File: config.mk
export PLATFORM = sky130hd
export DESIGN_NAME = trapezoidal_speed_profile_top
export DESIGN_NICKNAME = d
export VERILOG_FILES = /design/src/tsp_pkg.sv /design/src/trapezoidal_speed_profile_top.sv /design/src/tsp_ctrl.sv /design/src/tsp_dp.sv
export SDC_FILE = /design/constraint.sdc
export NUM_CORES = 1
export LEC_CHECK = 0
export BUFFER_PORTS_ARGS = -buffer_cell sky130_fd_sc_hd__buf_2
export CAP_MARGIN = 20
export CORE_UTILIZATION = 45
export CTS_BUF_LIST = sky130_fd_sc_hd__clkbuf_4 sky130_fd_sc_hd__clkbuf_8
export DETAILED_ROUTE_END_ITERATION = 12
export RECOVER_POWER = 100
export SLEW_MARGIN = 10
export SYNTH_ARGS = -nofsm -noshare
export SYNTH_HDL_FRONTEND = slang
export SYNTH_SLANG_ARGS = --single-unit
File: constraint.sdc
create_clock -name clk_i -period 6.9 [get_ports clk_i]
set_clock_uncertainty 0.15 [all_clocks]
set_input_delay 1.38 -clock clk_i [delete_from_list [all_inputs] [get_ports clk_i]]
set_output_delay 1.38 -clock clk_i [all_outputs]
set_load 0.005 [all_outputs]
File: src/tsp_pkg.sv
package tsp_pkg;

  localparam int unsigned SpeedW = 12;
  localparam int unsigned DistW  = 30;
  localparam int unsigned CfgIdxW = 2;
  // The squared speed difference is below 2^24, so a larger remaining distance never brakes.
  localparam int unsigned SqW    = 2 * SpeedW;
  localparam int unsigned DivW   = SpeedW + 1;
  localparam int unsigned ProdW  = SqW + DivW;

  localparam logic [DistW-1:0] DistMax = {DistW{1'b1}};

  typedef enum logic [1:0] {
    PH_RIDE  = 2'd0,
    PH_BRAKE = 2'd1,
    PH_STOP  = 2'd2
  } phase_e;

  typedef enum logic [CfgIdxW-1:0] {
    CFG_CRUISE = 2'd0,
    CFG_END    = 2'd1,
    CFG_ACCEL  = 2'd2,
    CFG_TARGET = 2'd3
  } cfg_idx_e;

  typedef enum logic [2:0] {
    ST_IDLE,
    ST_SQUARE,
    ST_DECIDE,
    ST_RAMP,
    ST_ACCUM
  } state_e;

  typedef struct packed {
    logic [SpeedW-1:0] cruise_speed;
    logic [SpeedW-1:0] end_speed;
    logic [SpeedW-1:0] accel_step;
    logic [DistW-1:0]  target_distance;
  } cfg_t;

  typedef struct packed {
    logic start;
    logic square;
    logic decide;
    logic ramp;
    logic accum;
  } cmd_t;

endpackage

File: src/trapezoidal_speed_profile_top.sv
// Trapezoidal speed profile generator, one control tick per input word.
// Input channel: in_valid_i / in_stall_o carry restart_i; a 1 starts a new
// move (distance cleared, ride phase, cruise goal) before the tick is computed.
// Output channel: out_valid_o / out_stall_i carry speed_now_o, distance_done_o
// and phase_o (0 ride, 1 braking, 2 stop), one result word per input word.
// Configuration: cfg_we_i writes cfg_data_i into register cfg_idx_i
// (0 cruise speed, 1 end speed, 2 accel step, 3 target distance); write only
// while no tick is in flight.
// The result word is registered once the tick has walked all its steps.
// The tick walks a four-step sequencer: square and product (two parallel
// multipliers for the braking test), phase decision, speed ramp, distance add.
// A new word is not taken while a tick is in flight or its result waits;
// the next word is taken only in the cycle after the result word leaves.
// A stalled result holds its value and the input side stays stalled until
// the result word is taken.
// Reset puts the block in the stop phase with zero speed, goal and distance;
// the configuration registers clear to 0 except accel step, which resets to 1.
module trapezoidal_speed_profile_top (
  input  logic                           clk_i,
  input  logic                           rst_ni,
  input  logic                           in_valid_i,
  output logic                           in_stall_o,
  input  logic                           restart_i,
  output logic                           out_valid_o,
  input  logic                           out_stall_i,
  output logic [tsp_pkg::SpeedW-1:0]     speed_now_o,
  output logic [tsp_pkg::DistW-1:0]      distance_done_o,
  output logic [1:0]                     phase_o,
  input  logic                           cfg_we_i,
  input  logic [tsp_pkg::CfgIdxW-1:0]    cfg_idx_i,
  input  logic [tsp_pkg::DistW-1:0]      cfg_data_i
);

  tsp_pkg::cfg_t cfg_q;
  tsp_pkg::cmd_t cmd;

  always_ff @(posedge clk_i or negedge rst_ni) begin
    if (!rst_ni) begin
      cfg_q.cruise_speed    <= '0;
      cfg_q.end_speed       <= '0;
      cfg_q.accel_step      <= tsp_pkg::SpeedW'(1);
      cfg_q.target_distance <= '0;
    end else if (cfg_we_i) begin
      case (cfg_idx_i)
        tsp_pkg::CFG_CRUISE: cfg_q.cruise_speed    <= cfg_data_i[tsp_pkg::SpeedW-1:0];
        tsp_pkg::CFG_END:    cfg_q.end_speed       <= cfg_data_i[tsp_pkg::SpeedW-1:0];
        tsp_pkg::CFG_ACCEL:  cfg_q.accel_step      <= cfg_data_i[tsp_pkg::SpeedW-1:0];
        tsp_pkg::CFG_TARGET: cfg_q.target_distance <= cfg_data_i;
        default: begin
        end
      endcase
    end
  end

  tsp_ctrl u_ctrl (
    .clk_i       (clk_i),
    .rst_ni      (rst_ni),
    .in_valid_i  (in_valid_i),
    .in_stall_o  (in_stall_o),
    .out_valid_o (out_valid_o),
    .out_stall_i (out_stall_i),
    .cmd_o       (cmd)
  );

  tsp_dp u_dp (
    .clk_i       (clk_i),
    .rst_ni      (rst_ni),
    .cfg_i       (cfg_q),
    .cmd_i       (cmd),
    .restart_i   (restart_i),
    .speed_o     (speed_now_o),
    .travelled_o (distance_done_o),
    .phase_o     (phase_o)
  );

  // A pending result keeps the input side closed.
  a_one_in_flight: assert property (@(posedge clk_i) disable iff (!rst_ni)
    out_valid_o |-> in_stall_o)
    else $error("input accepted while a result is pending");

  // No result can show up in the cycle right after an accept.
  a_latency: assert property (@(posedge clk_i) disable iff (!rst_ni)
    (in_valid_i && !in_stall_o) |=> !out_valid_o)
    else $error("result appeared too early");

  // Exactly one result per word: a taken result is not shown again.
  a_single_result: assert property (@(posedge clk_i) disable iff (!rst_ni)
    (out_valid_o && !out_stall_i) |=> !out_valid_o)
    else $error("result repeated");

endmodule

File: src/tsp_ctrl.sv
module tsp_ctrl (
  input  logic          clk_i,
  input  logic          rst_ni,
  input  logic          in_valid_i,
  output logic          in_stall_o,
  output logic          out_valid_o,
  input  logic          out_stall_i,
  output tsp_pkg::cmd_t cmd_o
);

  tsp_pkg::state_e state_q, state_d;
  logic out_valid_q, out_valid_d;

  always_ff @(posedge clk_i or negedge rst_ni) begin
    if (!rst_ni) begin
      state_q     <= tsp_pkg::ST_IDLE;
      out_valid_q <= 1'b0;
    end else begin
      state_q     <= state_d;
      out_valid_q <= out_valid_d;
    end
  end

  always_comb begin
    state_d     = state_q;
    out_valid_d = out_valid_q;
    cmd_o       = '0;
    // A new word is taken only once the previous result has left.
    in_stall_o  = (state_q != tsp_pkg::ST_IDLE) || out_valid_q;
    if (out_valid_q && !out_stall_i) begin
      out_valid_d = 1'b0;
    end
    case (state_q)
      tsp_pkg::ST_IDLE: begin
        if (in_valid_i && !in_stall_o) begin
          cmd_o.start = 1'b1;
          state_d     = tsp_pkg::ST_SQUARE;
        end
      end
      tsp_pkg::ST_SQUARE: begin
        cmd_o.square = 1'b1;
        state_d      = tsp_pkg::ST_DECIDE;
      end
      tsp_pkg::ST_DECIDE: begin
        cmd_o.decide = 1'b1;
        state_d      = tsp_pkg::ST_RAMP;
      end
      tsp_pkg::ST_RAMP: begin
        cmd_o.ramp = 1'b1;
        state_d    = tsp_pkg::ST_ACCUM;
      end
      tsp_pkg::ST_ACCUM: begin
        cmd_o.accum = 1'b1;
        out_valid_d = 1'b1;
        state_d     = tsp_pkg::ST_IDLE;
      end
      default: begin
        state_d = tsp_pkg::ST_IDLE;
      end
    endcase
  end

  assign out_valid_o = out_valid_q;

endmodule

File: src/tsp_dp.sv
module tsp_dp (
  input  logic                        clk_i,
  input  logic                        rst_ni,
  input  tsp_pkg::cfg_t               cfg_i,
  input  tsp_pkg::cmd_t               cmd_i,
  input  logic                        restart_i,
  output logic [tsp_pkg::SpeedW-1:0]  speed_o,
  output logic [tsp_pkg::DistW-1:0]   travelled_o,
  output logic [1:0]                  phase_o
);

  tsp_pkg::phase_e                 phase_q;
  logic [tsp_pkg::SpeedW-1:0]      speed_q, goal_q;
  logic [tsp_pkg::DistW-1:0]       travelled_q;
  logic [tsp_pkg::SqW-1:0]         sq_q;
  logic [tsp_pkg::ProdW-1:0]       prod_q;
  logic                            rem_pos_q, rem_big_q, arrive_q;

  logic [tsp_pkg::SpeedW-1:0]      diff, accel_eff, down;
  logic [tsp_pkg::DivW-1:0]        div_val, up;
  logic [tsp_pkg::DistW:0]         remain, dist_sum;
  logic [tsp_pkg::SqW-1:0]         sq_d;
  logic [tsp_pkg::ProdW-1:0]       prod_d;
  logic                            brake;
  logic [tsp_pkg::SpeedW-1:0]      speed_d;

  assign diff      = (speed_q >= cfg_i.end_speed) ? speed_q - cfg_i.end_speed
                                                  : cfg_i.end_speed - speed_q;
  assign accel_eff = (cfg_i.accel_step == '0) ? tsp_pkg::SpeedW'(1) : cfg_i.accel_step;
  assign div_val   = {accel_eff, 1'b0};
  assign remain    = {1'b0, cfg_i.target_distance} - {1'b0, travelled_q};
  assign sq_d      = {{tsp_pkg::SpeedW{1'b0}}, diff} * {{tsp_pkg::SpeedW{1'b0}}, diff};
  assign prod_d    = {{tsp_pkg::DivW{1'b0}}, remain[tsp_pkg::SqW-1:0]}
                   * {{tsp_pkg::SqW{1'b0}}, div_val};

  // floor(sq / div) >= remain is the same as sq >= remain * div for a positive remain.
  assign brake = !rem_pos_q ||
                 (!rem_big_q && ({{tsp_pkg::DivW{1'b0}}, sq_q} >= prod_q));

  assign up   = {1'b0, speed_q} + {1'b0, cfg_i.accel_step};
  assign down = speed_q - cfg_i.accel_step;

  always_comb begin
    speed_d = speed_q;
    if (speed_q < goal_q) begin
      speed_d = (up > {1'b0, goal_q}) ? goal_q : up[tsp_pkg::SpeedW-1:0];
    end else if (speed_q > goal_q) begin
      if (cfg_i.accel_step > speed_q || down < goal_q) begin
        speed_d = goal_q;
      end else begin
        speed_d = down;
      end
    end
  end

  assign dist_sum = {1'b0, travelled_q} + {{(tsp_pkg::DistW + 1 - tsp_pkg::SpeedW){1'b0}}, speed_q};

  always_ff @(posedge clk_i or negedge rst_ni) begin
    if (!rst_ni) begin
      phase_q     <= tsp_pkg::PH_STOP;
      speed_q     <= '0;
      goal_q      <= '0;
      travelled_q <= '0;
    end else begin
      if (cmd_i.start && restart_i) begin
        travelled_q <= '0;
        phase_q     <= tsp_pkg::PH_RIDE;
        goal_q      <= cfg_i.cruise_speed;
      end
      if (cmd_i.decide) begin
        if (arrive_q) begin
          phase_q <= tsp_pkg::PH_STOP;
          goal_q  <= cfg_i.end_speed;
        end else if (phase_q == tsp_pkg::PH_RIDE && brake) begin
          phase_q <= tsp_pkg::PH_BRAKE;
          goal_q  <= cfg_i.end_speed;
        end
      end
      if (cmd_i.ramp) begin
        speed_q <= speed_d;
      end
      if (cmd_i.accum) begin
        travelled_q <= dist_sum[tsp_pkg::DistW] ? tsp_pkg::DistMax
                                                : dist_sum[tsp_pkg::DistW-1:0];
      end
    end
  end

  always_ff @(posedge clk_i) begin
    if (cmd_i.square) begin
      sq_q      <= sq_d;
      prod_q    <= prod_d;
      rem_pos_q <= cfg_i.target_distance > travelled_q;
      rem_big_q <= |remain[tsp_pkg::DistW-1:tsp_pkg::SqW];
      arrive_q  <= travelled_q >= cfg_i.target_distance;
    end
  end

  assign speed_o     = speed_q;
  assign travelled_o = travelled_q;
  assign phase_o     = phase_q;

endmodule

==> impl_metrics.toml <==
[run_status]
status = "finished, violations left"
violations = "capacitance limit, slew limit, setup timing"

[critical_path]
r2r_cells = 30
worst_path_max_delay_cell = "fa_1"
timing.critical_path.mode_cell = "fa_1"
critical_path_class = "register to register"
required_ps = 7100
reg2reg_from = "u_dp.speed_o[0]"
cp_slowest_stage_delay_ps = 520
r2r-end = "u_dp.sq_q[22]"
critPathMaxFanout = 5
cp-end-kind = "register"
start_kind = "register"
cp.arrival_ps = 7520
rrSetupSlack_ps = -420

[route]
first_pass_iters = 7
vias = 21276
drt-initial-drc-count = 1124
wl_per_cell_um = 18.1
drcViolationCount = 0
routed_wl_mm = 71.7
ant_nets = 0
viasPerCell = 5.37

[timing]
setup_viol_count_final = 26
hold_ws_ps = 369
rsz0062_at_grt = "yes"
min_period_over_period_pct = 106
worst_pin_slew_ps = 3730
post-route-min-period_ps = 7320
drv_slew = 200
max_freq_mhz = 137
hold_violations = 0
relSlewSlack_pct = -149
fin_ws_ps = -422

[hold_path]
hold_depth = 1
hold_class = "register to register"
min_to = "cfg_q[56]"
hp-start = "cfg_q[56]"

[final_layout]
final_core_util_pct = 55.7
instances_no_fill = 3963
drive_gt1_share_pct = 25.8
area_growth_pct = 21.9
ff_latch_area_um2 = 5000
diodes = 0
fillers = 5022
nets = 3815
multiInputGateArea_um2 = 19800

[synthesis]
syn-num-nets = 3403
yosys_warnings = 0
synth.distinct_cells = 93
syn_inst = 2782
synth_edf_count = 61
synthFlopType = "dfrtp_1"
yosysSeqAreaShare_pct = 19.3
synthArstFlopShare_pct = 67.4
synth_area_per_cell_um2 = 9.28
syn_area_um2 = 25800
ys_seq_elements = 187

[clock_network]
cts_sinks = 187
clk_latency_ps = 590
cts_max_path_buffers = 2
cts_hold_buf = 0
cts_buffers = 17
clk_pin_slew_worst_paths_ps = 110
cts_root_buffer = "clkbuf_8"
htreeDepth = 4
cts_tree = "built"

[global_route]
grt_antenna_before_repair = 2
grt_start_max_net_pins = 66
grt_pass1_wl_mm = 117
grtUsageTotal_pct = 25.2
grt-ovfl-total = 0
grt_pass1_vias = 22588

[floorplan]
dieArea_um2 = 58300
fp.coreArea_um2 = 56500
die_y_um = 242
initial_core_util_pct = 45.7
io_pins = 84
fp.dieW_um = 242
row_count = 87

[place]
hpwl_mm = 57.0
io_buffers = 83
place_congestion = 0.909
dp_cells = 3859

[flow_run]
drv_cap = 4
==> state kept, by name, indices dropped and copies added (netlist names) <==
register / flops
cfg_q: 66
u_dp.travelled_o: 30
u_dp.rem_big_q: 1
u_dp.goal_q: 12
u_dp.arrive_q: 1
u_ctrl.state_q: 3
u_dp.rem_pos_q: 1
u_dp.sq_q: 22
u_ctrl.out_valid_o: 1
u_dp.speed_o: 12
u_dp.phase_o: 2
u_dp.prod_q: 36
==> timing repair <==
item                       4_1_cts  5_1_grt
pin swaps                      104      124
gates cloned                     0        1
setup buffers                   31       44
gates resized for setup         82      128
setup endpoints to repair       28       34
==> stage by stage <==
| stage | worst slack [ps] | instance area (um^2) | TNS (ps) |
|---|---|---|---|
| after floorplan | -258 | 26200 | -649 |
| after global placement | -437 | 29700 | -5310 |
| after detailed placement | -473 | 29700 | -7270 |
| after CTS | -345 | 30700 | -4040 |
| after global routing | -724 | 31500 | -14950 |
| final | -422 | 31500 | -7040 |
==> layout by cell type, fill, tap and decap left out, types with 15 or more instances in the layout <==
| cell type | synthesis | routed |
|---|---|---|
| inv_1 | 488 | 457 |
| buf_4 | 2 | 360 |
| fa_1 | 304 | 285 |
| ha_1 | 279 | 247 |
| nand2_1 | 248 | 232 |
| nor2_1 | 164 | 156 |
| dfrtp_1 | 124 | 115 |
| and2_1 | 109 | 101 |
| a21oi_1 | 114 | 85 |
| buf_2 | 7 | 79 |
| mux2_2 | 78 | 78 |
| xnor2_1 | 66 | 61 |
| edfxtp_1 | 61 | 61 |
| a21o_1 | 51 | 51 |
| o21ai_0 | 60 | 48 |
| nor3_1 | 47 | 46 |
| mux2i_1 | 40 | 40 |
| xor2_1 | 42 | 38 |
| inv_2 | 0 | 31 |
| ha_4 | 0 | 30 |
| nand2b_1 | 28 | 26 |
| a21oi_2 | 1 | 25 |
| nor2b_1 | 27 | 24 |
| clkbuf_1 | 83 | 24 |
| a31oi_1 | 25 | 23 |
| buf_6 | 5 | 23 |
| o21a_1 | 21 | 21 |
| and3_1 | 21 | 20 |
| nand4_1 | 20 | 20 |
| nand3_1 | 22 | 19 |
| fa_2 | 0 | 19 |
| clkbuf_8 | 0 | 17 |
| a211oi_1 | 20 | 15 |
==> Yosys cell counts (10+ instances only) <==
cell	n	area, um^2
nor4_1	15	93.8
nor2_1	164	616
a221o_1	14	140
o21bai_1	14	105
and3_1	21	131
fa_1	304	6090
xor2_1	42	368
a211oi_1	20	150
xnor2_1	66	578
clkbuf_1	83	312
a21o_1	51	383
ha_1	279	3490
nand2b_1	28	175
dfrtp_1	124	3100
nand4_1	20	125
o31ai_1	16	120
nand2_1	248	931
a31oi_1	25	156
edfxtp_1	61	1830
o21a_1	21	158
and4_1	10	87.6
mux2_2	78	878
nor3_1	47	235
mux2i_1	40	400
and2_1	109	682
o21ai_0	60	300
or2_2	11	68.8
or3_1	10	62.6
inv_1	488	1830
a21oi_1	114	571
nand3_1	22	110
nor2b_1	27	169
o211ai_1	14	105
==> critical path, delay by kind of cell, from the launching register on <==
| family | cells | cell delay (ps) |
|---|---|---|
| AO/OA/AOI/OAI | 7 | 1590 |
| XOR/XNOR | 1 | 80 |
| adder cells (fa/ha/maj) | 8 | 2960 |
| buffers and inverters | 8 | 640 |
| flip-flops | 1 | 420 |
| multiplexers | 1 | 340 |
| AND/OR/NAND/NOR | 5 | 930 |
==> final cells by class <==
cell class	count	share of cell area, %
clock buffers	18	0.768
inverters	488	5.82
clock inverters	14	0.473
repair buffers	493	11.2
flip-flops and latches	187	15.9
well taps	756	3.01
multi-input cells	2007	62.8
==> routing by layer <==
layer	wire length, um	vias up	global-route usage (%)	part of all wire (%)
met5	0	-	0	0
met4	1860	0	7.83	2.6
met3	2280	120	2.43	3.2
met2	37400	451	45.9	52
met1	30100	10722	31.2	42
li1	-	9983	-	-
==> cells by family (layout without fill, tap and decap cells) <==
family,count (synthesis),count (layout),share of synthesized area [%]
flip-flops,187,187,19.3
adder cells (fa/ha/maj),583,583,37.1
buffers and inverters,588,1013,8.76
AO/OA/AOI/OAI,436,436,11.7
AND/OR/NAND/NOR,759,759,14.4
multiplexers,121,121,5.13
XOR/XNOR,108,108,3.66
==> worst max-delay path by stage <==
| stage | startpoint | endpoint | slack (ps) |
|---|---|---|---|
| 6_report | u_dp.speed_o[0] | u_dp.sq_q[22] | -420 |
| 5_1_grt | u_dp.speed_o[0] | u_dp.sq_q[23] | -720 |
| 4_1_cts | u_dp.speed_o[9] | u_dp.sq_q[23] | -340 |
| 3_5_place_dp | u_dp.speed_o[0] | u_dp.sq_q[22] | -470 |
| 3_3_place_gp | u_dp.speed_o[0] | u_dp.sq_q[22] | -440 |
| 2_1_floorplan | u_dp.speed_o[0] | u_dp.sq_q[23] | -260 |
Power is left out: the tool's default activity adds up to more than one toggle a clock period on the data nets, which glitch-free logic cannot reach.
